===== src/sv/stok_pkg.sv =====
// Shared types and constants for the source tokenizer.
`default_nettype none
package stok_pkg;

	localparam int POS_BITS  = 32;
	localparam int SPAN_BITS = 16;
	localparam int KIND_BITS = 5;
	localparam int KWI_BITS  = 2;
	localparam int KW_COUNT  = 3;

	localparam int LEN_BITS   = (POS_BITS + 1 > SPAN_BITS) ? POS_BITS + 1 : SPAN_BITS;
	localparam int FIELD_BITS = KIND_BITS + POS_BITS + SPAN_BITS + KWI_BITS;
	localparam int TDATA_BITS = ((FIELD_BITS + 7) / 8) * 8;

	localparam int Q_DEPTH  = 4;
	localparam int PTR_BITS = $clog2(Q_DEPTH);
	localparam int CNT_BITS = $clog2(Q_DEPTH + 1);

	localparam logic [SPAN_BITS-1:0] SPAN_MAX = '1;

	// token kinds
	localparam logic [KIND_BITS-1:0] K_EOF       = 5'd0;
	localparam logic [KIND_BITS-1:0] K_INT       = 5'd1;
	localparam logic [KIND_BITS-1:0] K_KEYWORD   = 5'd2;
	localparam logic [KIND_BITS-1:0] K_IDENT     = 5'd3;
	localparam logic [KIND_BITS-1:0] K_PLUS      = 5'd4;
	localparam logic [KIND_BITS-1:0] K_MINUS     = 5'd5;
	localparam logic [KIND_BITS-1:0] K_SLASH     = 5'd6;
	localparam logic [KIND_BITS-1:0] K_STAR      = 5'd7;
	localparam logic [KIND_BITS-1:0] K_COLON     = 5'd8;
	localparam logic [KIND_BITS-1:0] K_COLON2    = 5'd9;
	localparam logic [KIND_BITS-1:0] K_EQUAL     = 5'd10;
	localparam logic [KIND_BITS-1:0] K_ASSIGN    = 5'd11;
	localparam logic [KIND_BITS-1:0] K_SEMI      = 5'd12;
	localparam logic [KIND_BITS-1:0] K_LBRACE    = 5'd13;
	localparam logic [KIND_BITS-1:0] K_RBRACE    = 5'd14;
	localparam logic [KIND_BITS-1:0] K_LPAREN    = 5'd15;
	localparam logic [KIND_BITS-1:0] K_RPAREN    = 5'd16;
	localparam logic [KIND_BITS-1:0] K_COMMA     = 5'd17;
	localparam logic [KIND_BITS-1:0] K_BAD_CHAR  = 5'd18;
	localparam logic [KIND_BITS-1:0] K_BAD_PUNCT = 5'd19;

	// keyword indexes
	localparam logic [KWI_BITS-1:0] KW_RETURN = 2'd0;
	localparam logic [KWI_BITS-1:0] KW_RET    = 2'd1;
	localparam logic [KWI_BITS-1:0] KW_INT    = 2'd2;
	localparam logic [KWI_BITS-1:0] KW_NONE   = 2'd3;

	localparam logic [2:0] KW_LEN [KW_COUNT] = '{3'd6, 3'd3, 3'd3};

	typedef struct packed {
		logic [KIND_BITS-1:0] kind;
		logic [POS_BITS-1:0]  start;
		logic [SPAN_BITS-1:0] span;
		logic [KWI_BITS-1:0]  kwi;
		logic                 last;
	} result_t;

	// up to two results produced by one scanned item, lead first
	typedef struct packed {
		logic [1:0] cnt;
		result_t    lead;
		result_t    tail;
	} push_t;

endpackage
`default_nettype wire


===== src/sv/stok_scan.sv =====
// Scanner state and the per-byte tokenizing step.
`default_nettype none
module stok_scan (
	input  wire logic       clk,
	input  wire logic       arst_n,
	input  wire logic       go,
	input  wire logic [7:0] byte_in,
	input  wire logic       eoi,
	output stok_pkg::push_t push
);

	typedef enum logic [1:0] {
		M_IDLE,
		M_INT,
		M_WORD,
		M_COLON
	} mode_t;

	mode_t                             mode_q, mode_d;
	logic [stok_pkg::POS_BITS-1:0]     pos_q, pos_d;
	logic [stok_pkg::POS_BITS-1:0]     tok_start_q, tok_start_d;
	logic [stok_pkg::POS_BITS-1:0]     last_digit_q, last_digit_d;
	logic [stok_pkg::SPAN_BITS-1:0]    word_len_q, word_len_d;
	logic [stok_pkg::KW_COUNT-1:0]     hits_q, hits_d;

	function automatic logic is_space(input logic [7:0] c);
		return (c == 8'd32) || (c >= 8'd9 && c <= 8'd13);
	endfunction

	function automatic logic is_digit(input logic [7:0] c);
		return c >= "0" && c <= "9";
	endfunction

	function automatic logic is_alpha(input logic [7:0] c);
		return (c >= "A" && c <= "Z") || (c >= "a" && c <= "z");
	endfunction

	function automatic logic [stok_pkg::KIND_BITS-1:0] punct_kind(input logic [7:0] c);
		logic is_punct;
		is_punct = (c >= 8'd33 && c <= 8'd47) || (c >= 8'd58 && c <= 8'd64) ||
			(c >= 8'd91 && c <= 8'd96) || (c >= 8'd123 && c <= 8'd126);
		if (!is_punct) begin
			return stok_pkg::K_BAD_CHAR;
		end
		case (c)
			"+":     return stok_pkg::K_PLUS;
			"-":     return stok_pkg::K_MINUS;
			"/":     return stok_pkg::K_SLASH;
			"*":     return stok_pkg::K_STAR;
			"=":     return stok_pkg::K_EQUAL;
			";":     return stok_pkg::K_SEMI;
			"{":     return stok_pkg::K_LBRACE;
			"}":     return stok_pkg::K_RBRACE;
			"(":     return stok_pkg::K_LPAREN;
			")":     return stok_pkg::K_RPAREN;
			",":     return stok_pkg::K_COMMA;
			default: return stok_pkg::K_BAD_PUNCT;
		endcase
	endfunction

	function automatic logic [7:0] kw_char(input logic [1:0] k, input logic [2:0] i);
		case ({k, i})
			{stok_pkg::KW_RETURN, 3'd0}: return "r";
			{stok_pkg::KW_RETURN, 3'd1}: return "e";
			{stok_pkg::KW_RETURN, 3'd2}: return "t";
			{stok_pkg::KW_RETURN, 3'd3}: return "u";
			{stok_pkg::KW_RETURN, 3'd4}: return "r";
			{stok_pkg::KW_RETURN, 3'd5}: return "n";
			{stok_pkg::KW_RET, 3'd0}:    return "r";
			{stok_pkg::KW_RET, 3'd1}:    return "e";
			{stok_pkg::KW_RET, 3'd2}:    return "t";
			{stok_pkg::KW_INT, 3'd0}:    return "i";
			{stok_pkg::KW_INT, 3'd1}:    return "n";
			{stok_pkg::KW_INT, 3'd2}:    return "t";
			default:                     return 8'h00;
		endcase
	endfunction

	// keywords that still match with character c at offset idx
	function automatic logic [stok_pkg::KW_COUNT-1:0] hit_mask(
		input logic [stok_pkg::SPAN_BITS-1:0] idx, input logic [7:0] c);
		logic [stok_pkg::KW_COUNT-1:0] m;
		for (int k = 0; k < stok_pkg::KW_COUNT; k++) begin
			m[k] = (idx < stok_pkg::SPAN_BITS'(stok_pkg::KW_LEN[k])) &&
				(kw_char(2'(k), idx[2:0]) == c);
		end
		return m;
	endfunction

	logic [stok_pkg::POS_BITS-1:0] int_diff;
	logic [stok_pkg::LEN_BITS-1:0] int_len;
	logic [stok_pkg::SPAN_BITS-1:0] int_span;
	logic [stok_pkg::KWI_BITS-1:0] found;
	stok_pkg::result_t flush_r, lead_r, idle_r;
	logic lead_v, idle_v, consumed;

	assign int_diff = last_digit_q - tok_start_q;
	assign int_len  = stok_pkg::LEN_BITS'(int_diff) + stok_pkg::LEN_BITS'(1);
	assign int_span = (int_len > stok_pkg::LEN_BITS'(stok_pkg::SPAN_MAX)) ?
		stok_pkg::SPAN_MAX : int_len[stok_pkg::SPAN_BITS-1:0];

	always_comb begin
		found = stok_pkg::KW_NONE;
		for (int k = stok_pkg::KW_COUNT - 1; k >= 0; k--) begin
			if (hits_q[k] && word_len_q == stok_pkg::SPAN_BITS'(stok_pkg::KW_LEN[k])) begin
				found = 2'(k);
			end
		end
	end

	// token pending from the current mode
	always_comb begin
		flush_r       = '0;
		flush_r.start = tok_start_q;
		flush_r.kwi   = stok_pkg::KW_NONE;
		case (mode_q)
			M_INT: begin
				flush_r.kind = stok_pkg::K_INT;
				flush_r.span = int_span;
			end
			M_WORD: begin
				flush_r.kind = (found == stok_pkg::KW_NONE) ? stok_pkg::K_IDENT :
					stok_pkg::K_KEYWORD;
				flush_r.span = word_len_q;
				flush_r.kwi  = found;
			end
			M_COLON: begin
				flush_r.kind = stok_pkg::K_COLON;
				flush_r.span = stok_pkg::SPAN_BITS'(1);
			end
			default: flush_r.kind = stok_pkg::K_EOF;
		endcase
	end

	always_comb begin
		mode_d       = mode_q;
		pos_d        = pos_q;
		tok_start_d  = tok_start_q;
		last_digit_d = last_digit_q;
		word_len_d   = word_len_q;
		hits_d       = hits_q;
		lead_v       = 1'b0;
		lead_r       = flush_r;
		idle_v       = 1'b0;
		consumed     = 1'b0;
		idle_r       = '0;
		idle_r.kind  = punct_kind(byte_in);
		idle_r.start = pos_q;
		idle_r.span  = stok_pkg::SPAN_BITS'(1);
		idle_r.kwi   = stok_pkg::KW_NONE;

		if (eoi) begin
			lead_v       = (mode_q != M_IDLE);
			idle_v       = 1'b1;
			idle_r.kind  = stok_pkg::K_EOF;
			idle_r.span  = '0;
			mode_d       = M_IDLE;
			pos_d        = '0;
			tok_start_d  = '0;
			last_digit_d = '0;
			word_len_d   = '0;
			hits_d       = '1;
		end else begin
			case (mode_q)
				M_INT: begin
					if (is_digit(byte_in)) begin
						last_digit_d = pos_q;
						consumed     = 1'b1;
					end else if (is_space(byte_in)) begin
						consumed = 1'b1;
					end else begin
						lead_v = 1'b1;
					end
				end
				M_WORD: begin
					if (is_alpha(byte_in) || is_digit(byte_in) || byte_in == "_") begin
						hits_d   = hits_q & hit_mask(word_len_q, byte_in);
						consumed = 1'b1;
						if (word_len_q != stok_pkg::SPAN_MAX) begin
							word_len_d = word_len_q + stok_pkg::SPAN_BITS'(1);
						end
					end else begin
						lead_v = 1'b1;
					end
				end
				M_COLON: begin
					lead_v = 1'b1;
					if (byte_in == ":" || byte_in == "=") begin
						lead_r.kind = (byte_in == ":") ? stok_pkg::K_COLON2 :
							stok_pkg::K_ASSIGN;
						lead_r.span = stok_pkg::SPAN_BITS'(2);
						consumed    = 1'b1;
					end
				end
				default: ;
			endcase
			if (lead_v) begin
				mode_d = M_IDLE;
			end
			// rescan the byte from idle when the mode did not take it
			if (!consumed && !is_space(byte_in)) begin
				if (is_digit(byte_in)) begin
					mode_d       = M_INT;
					tok_start_d  = pos_q;
					last_digit_d = pos_q;
				end else if (is_alpha(byte_in)) begin
					mode_d      = M_WORD;
					tok_start_d = pos_q;
					word_len_d  = stok_pkg::SPAN_BITS'(1);
					hits_d      = hit_mask('0, byte_in);
				end else if (byte_in == ":") begin
					mode_d      = M_COLON;
					tok_start_d = pos_q;
				end else begin
					idle_v = 1'b1;
				end
			end
			pos_d = pos_q + stok_pkg::POS_BITS'(1);
		end
	end

	// pack results in order and mark the final one
	always_comb begin
		push = '0;
		if (lead_v) begin
			push.lead      = lead_r;
			push.lead.last = !idle_v;
			push.tail      = idle_r;
			push.tail.last = 1'b1;
			push.cnt       = idle_v ? 2'd2 : 2'd1;
		end else begin
			push.lead      = idle_r;
			push.lead.last = 1'b1;
			push.tail      = idle_r;
			push.cnt       = idle_v ? 2'd1 : 2'd0;
		end
		if (!go) begin
			push.cnt = 2'd0;
		end
	end

	always_ff @(posedge clk or negedge arst_n) begin
		if (!arst_n) begin
			mode_q       <= M_IDLE;
			pos_q        <= '0;
			tok_start_q  <= '0;
			last_digit_q <= '0;
			word_len_q   <= '0;
			hits_q       <= '1;
		end else if (go) begin
			mode_q       <= mode_d;
			pos_q        <= pos_d;
			tok_start_q  <= tok_start_d;
			last_digit_q <= last_digit_d;
			word_len_q   <= word_len_d;
			hits_q       <= hits_d;
		end
	end

	a_eoi_restarts: assert property (@(posedge clk) disable iff (!arst_n)
		go && eoi |=> pos_q == '0 && mode_q == M_IDLE)
		else $error("end item did not restart the scanner");

endmodule
`default_nettype wire


===== src/sv/stok_outq.sv =====
// Result queue between the scanner and the output stream.
`default_nettype none
module stok_outq (
	input  wire logic                clk,
	input  wire logic                arst_n,
	input  stok_pkg::push_t          push,
	output logic                     room,
	output logic                     out_valid,
	input  wire logic                out_ready,
	output stok_pkg::result_t        out_res
);

	stok_pkg::result_t mem_q [stok_pkg::Q_DEPTH];
	logic [stok_pkg::PTR_BITS-1:0] wr_q, rd_q;
	logic [stok_pkg::CNT_BITS-1:0] count_q;
	logic pop;

	assign out_valid = (count_q != '0);
	assign out_res   = mem_q[rd_q];
	assign pop       = out_valid && out_ready;
	// room for the worst case of two results from one item
	assign room      = (count_q <= stok_pkg::CNT_BITS'(stok_pkg::Q_DEPTH - 2));

	always_ff @(posedge clk) begin
		if (push.cnt != 2'd0) begin
			mem_q[wr_q] <= push.lead;
		end
		if (push.cnt == 2'd2) begin
			mem_q[wr_q + stok_pkg::PTR_BITS'(1)] <= push.tail;
		end
	end

	always_ff @(posedge clk or negedge arst_n) begin
		if (!arst_n) begin
			wr_q    <= '0;
			rd_q    <= '0;
			count_q <= '0;
		end else begin
			wr_q    <= wr_q + stok_pkg::PTR_BITS'(push.cnt);
			rd_q    <= rd_q + stok_pkg::PTR_BITS'(pop);
			count_q <= count_q + stok_pkg::CNT_BITS'(push.cnt) - stok_pkg::CNT_BITS'(pop);
		end
	end

	a_no_overflow: assert property (@(posedge clk) disable iff (!arst_n)
		count_q <= stok_pkg::CNT_BITS'(stok_pkg::Q_DEPTH))
		else $error("result queue overflow");

	a_pair_fits: assert property (@(posedge clk) disable iff (!arst_n)
		push.cnt == 2'd2 |-> count_q <= stok_pkg::CNT_BITS'(stok_pkg::Q_DEPTH - 2))
		else $error("result pair pushed without room");

	a_pop_drains: assert property (@(posedge clk) disable iff (!arst_n)
		pop && push.cnt == 2'd0 |=> count_q == $past(count_q) - stok_pkg::CNT_BITS'(1))
		else $error("queue count did not drop on a lone pop");

endmodule
`default_nettype wire


===== src/sv/source_tokenizer.sv =====
// Source tokenizer top level: input register, scanner and result queue.
// One source byte per clock: a byte transfer is registered, then scanned
// against the current token state once the queue has room, and its results
// (none, one or two) land in a four-entry result queue that drives the
// output stream. Input is taken every cycle as long as the queue has room
// for two results, so throughput is one byte per cycle while the output
// keeps pace; a byte that closes a token and is itself a one-byte token
// yields two results. Results pass the input register, then the queue.
// An item with s_axis_tuser high marks end of input: the pending
// token is flushed, an EOF token follows and the position restarts at zero.
// m_axis_tlast is set on the final result caused by each input item.
`default_nettype none
module source_tokenizer (
	input  wire logic                            clk,
	input  wire logic                            arst_n,
	input  wire logic                            s_axis_tvalid,
	output logic                                 s_axis_tready,
	input  wire logic [7:0]                      s_axis_tdata,  // byte_req
	input  wire logic                            s_axis_tuser,  // end_of_input
	output logic                                 m_axis_tvalid,
	input  wire logic                            m_axis_tready,
	// kind, start_res, span, keyword_index, zero pad
	output logic [stok_pkg::TDATA_BITS-1:0]      m_axis_tdata,
	output logic                                 m_axis_tlast
);

	logic       valid_s1;
	logic [7:0] byte_s1;
	logic       eoi_s1;
	logic       room;
	logic       go;
	stok_pkg::push_t   push;
	stok_pkg::result_t out_res;

	assign go            = valid_s1 && room;
	assign s_axis_tready = !valid_s1 || go;

	always_ff @(posedge clk or negedge arst_n) begin
		if (!arst_n) begin
			valid_s1 <= 1'b0;
		end else if (s_axis_tready) begin
			valid_s1 <= s_axis_tvalid;
		end
	end

	always_ff @(posedge clk) begin
		if (s_axis_tready && s_axis_tvalid) begin
			byte_s1 <= s_axis_tdata;
			eoi_s1  <= s_axis_tuser;
		end
	end

	stok_scan u_scan (
		.clk     (clk),
		.arst_n  (arst_n),
		.go      (go),
		.byte_in (byte_s1),
		.eoi     (eoi_s1),
		.push    (push)
	);

	stok_outq u_outq (
		.clk       (clk),
		.arst_n    (arst_n),
		.push      (push),
		.room      (room),
		.out_valid (m_axis_tvalid),
		.out_ready (m_axis_tready),
		.out_res   (out_res)
	);

	assign m_axis_tdata = stok_pkg::TDATA_BITS'({out_res.kwi, out_res.span, out_res.start,
		out_res.kind});
	assign m_axis_tlast = out_res.last;

endmodule
`default_nettype wire


===== config.mk =====
export PLATFORM = sky130hd
export DESIGN_NAME = source_tokenizer
export DESIGN_NICKNAME = d
export VERILOG_FILES = /design/src/sv/stok_pkg.sv /design/src/sv/stok_scan.sv /design/src/sv/stok_outq.sv /design/src/sv/source_tokenizer.sv
export SDC_FILE = /design/constraint.sdc
export NUM_CORES = 1
export LEC_CHECK = 0
export BUFFER_PORTS_ARGS = -buffer_cell sky130_fd_sc_hd__buf_4
export CAP_MARGIN = 30
export CORE_MARGIN = 8
export CORE_UTILIZATION = 57
export DETAILED_ROUTE_END_ITERATION = 16
export PLACE_DENSITY = 0.77
export REMOVE_ABC_BUFFERS = 1
export SLEW_MARGIN = 20
export SYNTH_ARGS = -nofsm -noshare
export SYNTH_HDL_FRONTEND = slang
export SYNTH_SLANG_ARGS = --single-unit
export TNS_END_PERCENT = 20

===== constraint.sdc =====
create_clock -name clk -period 4.75 [get_ports clk]
set_input_delay 0.475 -clock clk [delete_from_list [all_inputs] [get_ports clk]]
set_output_delay 0.475 -clock clk [all_outputs]
set_load 0.1 [all_outputs]

==> reports/summary.txt <==
status = finished clean
Starting Density = 57.8%
Row Count = 69
Worst Max-Slew Pin Slew = 0.752 ns
maximum vdd drop = 0.000682 V
DR iter-0 viols = 2,002
ratio of cells with drive above 1 in the final layout = 16.4%
Post-Layout Cell Count = 2,574
first-pass GRT wire length = 92,900 um
DR vias = 17,300
GR met1 Demand/Resource = 36.4%
Mapped Area = 20,500 um^2
Worst Hold Class = in2reg
ant diodes = 0
clock sink count = 358
Syn. warnings = 0
Final Skew = 0.0312 ns
FFs w/ async S/R, synth = 34.9%
number of synthesized flops with an enable pin = 165
Clock Path Buffers = 3
GR Layer Usage met2 = 44.2%
DIE WIDTH = 206 um
final period demand of the worst path = 4.65 ns
nature of the critical path startpoint = register
worst setup path endpoint = u_outq.mem_q[3][7]$_SDFFE_PP0P_
hold slack = 0.0964 ns
vias per inst = 6.71
total negative slack = 0 ns
R2R depth = 16
max_slew headroom = 49.5%
WL per Instance = 22.9 um
period utilization = 97.9%
vias in the first global route = 17,000
GRT Total Usage = 27.7%
Leakage Power = 0.00914 uW
FF/Latch Area = 9450 um^2
r2r endpoint = u_outq.mem_q[3][7]$_SDFFE_PP0P_
post-placement cell count = 2,493
CTS tree = yes
Yosys cell types = 93
sequential-to-total area share from yosys stat = 46.0%
Final Wtd Congestion = 0.935
grt total ovfl = 0
TritonCTS Buffers = 39
initial antenna violation count = 0
Highest Clock Rate = 0.215 GHz
Setup Viol. Count Final = 0
CP arrival = 5.06 ns
Clk Latency, worst-skew pair = 0.55 ns
CP startpoint = u_scan.tok_start_q[0]$_DFFE_PN0P_
fillers = 2,681
Synth area leader = edfxtp_1
DRT Wirelength = 59,000 um
drc violations = 0
Reg2Reg Setup Slack = 0.10 ns
Pwr Density = 638 nW/um^2
post-route antenna net violation count = 0
Die Y = 206 um
number of port buffers = 70
max-cap viol count = 0
Max FO, Critical Path = 24
Top-Level Pins = 72
footprint of the multi-input gates = 10,400 um^2
ys flop type = edfxtp_1
H-tree depth = 2
# nets final = 2,143
Clock transition at path regs = 0.07 ns
RSZ-0062 raised after global routing = yes
met3 usage = 4.35%
CP Class = reg2reg
dpl hpwl = 39,600 um
Critical Path RT = 5.16 ns
Syn Inst Count = 2,035
floorplan core area = 35,500 um^2
Avg Inst Size Synth = 10.1 um^2
top cells by area, synth = edfxtp_1 24%, dfrtp_1 15%, a22o_1 6.7%
Final Hold Viols = 0
FF+latch count, synth = 358
Hold Crit Start = s_axis_tdata[2]
start of the worst register-to-register path = u_scan.tok_start_q[0]$_DFFE_PN0P_
area grow syn2layout = 13.7%
CP Capture Type = register
post-synth top area share = 24.1%
total die area = 42,300 um^2
Final Max Slew Viols = 0
First-pass DRT Iterations = 6
Root Driver = clkbuf_16
GRT busiest layer = met2
largest net degree at the start of global routing = 63
==> registers in the layout (all words and copies together) (netlist names) <==
name and flops:
u_outq.count_q 3, u_scan.last_digit_q 32, u_scan.pos_q 32, u_outq.mem_q 224
u_outq.rd_q 2, valid_s1 1, u_scan.tok_start_q 32, u_scan.word_len_q 16
u_scan.hits_q 3, u_outq.wr_q 2, u_scan.mode_q 2, byte_s1 8
eoi_s1 1
==> what timing repair did <==
| action | CTS | global route |
|---|---|---|
| pin swaps | 0 | 6 |
| hold buffers | 0 | 1 |
| endpoints found under the hold margin | 0 | 16 |
| endpoints found under the setup margin | 24 | 65 |
| resized for setup | 1 | 21 |
| setup buffers | 0 | 6 |
==> cells in the final DEF (no fill, tap or decap), drive strengths merged, types with 25 or more instances in the layout <==
cell type    n
dfxtp       68
nor3        37
a22o       156
clkbuf      51
xor2        35
o21ai      159
xnor2       37
nand2      252
edfxtp     165
a22oi       40
dfrtp      122
ha          45
buf        158
nor2       126
a21oi       87
inv         72
mux4        56
o31a        25
nand3       48
==> metrics by stage <==
step | utilization (%) | area (um^2) | worst slack, ns | total power (uW)
2_1_floorplan | - | 19900 | -1.18 | 9410
3_3_place_gp | 61.3 | 21800 | 0.134 | 11500
3_5_place_dp | 61.3 | 21800 | 0.00963 | 11600
4_1_cts | 65.0 | 23100 | 0.0185 | 14600
5_1_grt | 65.8 | 23300 | -0.117 | 15500
6_report | 65.8 | 23300 | 0.101 | 14900
==> per-layer routing <==
metal / share of wire [%] / wire, um
met3: 9.4 / 5560
met1: 40 / 23500
met5: 0 / 0
met4: 4.6 / 2690
met2: 46 / 27200
==> kinds of logic (layout without fill, tap and decap cells) <==
family,count (synthesis),after routing,synth area share [%]
AOI/OAI and AO/OA,650,650,22.6
buffers and inverters,221,299,4.22
DFF,358,358,46.0
xor gates and xnor gates,72,72,3.11
other,1,1,0.0183
adders and majority gates,47,47,2.94
muxes,64,64,6.54
and+or+nand+nor,622,622,14.6
==> cell type report <==
type,count,area share (%)
Timing Repair Buffer,159,5.76
Multi-Input combinational cell,1456,44.6
Clock buffer,51,4.96
Clock inverter,20,0.579
Sequential cell,358,40.5
Inverter,69,1.11
Tap cell,461,2.47
==> power by group <==
group | internal [uW] | switching (uW) | leakage (uW)
registers | 3740 | 342 | 0.00379
logic | 2340 | 5410 | 0.00471
clock network | 1780 | 1270 | 0.000641
==> synthesized netlist by cell type, types with 21 or more instances <==
cell type,count
a21oi_1,84
xor2_1,35
nand4_1,21
a22o_1,156
mux4_2,56
a31oi_1,23
edfxtp_1,165
dfrtp_1,122
xnor2_1,36
nor2_1,124
ha_1,45
nand3_1,48
o31a_1,25
a22oi_1,40
o21ai_0,148
dfxtp_1,68
nor3_1,37
nand2_1,252
inv_1,69
clkbuf_1,129
==> worst min-delay path by stage <==
| stage | endpoint | cells past startpoint |
|---|---|---|
| final | byte_s1[2]$_DFFE_PP_ | 1 |
| after detailed placement | u_outq.mem_q[1][12]$_SDFFE_PP0P_ | 2 |
| after floorplan | u_outq.count_q[0]$_DFF_PN0_ | 0 |
| after global routing | byte_s1[4]$_DFFE_PP_ | 1 |
| after CTS | valid_s1$_DFFE_PN0N_ | 1 |
| after global placement | u_outq.mem_q[1][12]$_SDFFE_PP0P_ | 2 |
==> worst max-delay path, cell delays in order (launching register included) <==
cell,delay [ns]
dfrtp_2,0.45
ha_1,0.25
fa_1,0.41
nand2b_2,0.24
a211o_1,0.34
a211oi_4,0.37
or4_1,0.16
nand3_1,0.17
nand4b_1,0.25
buf_4,0.19
nor4_4,0.32
nand3_1,0.14
mux2i_1,0.15
a31o_2,0.31
or2_1,0.27
buf_12,0.17
o31a_1,0.31
Power figures use the tool's default switching activity.
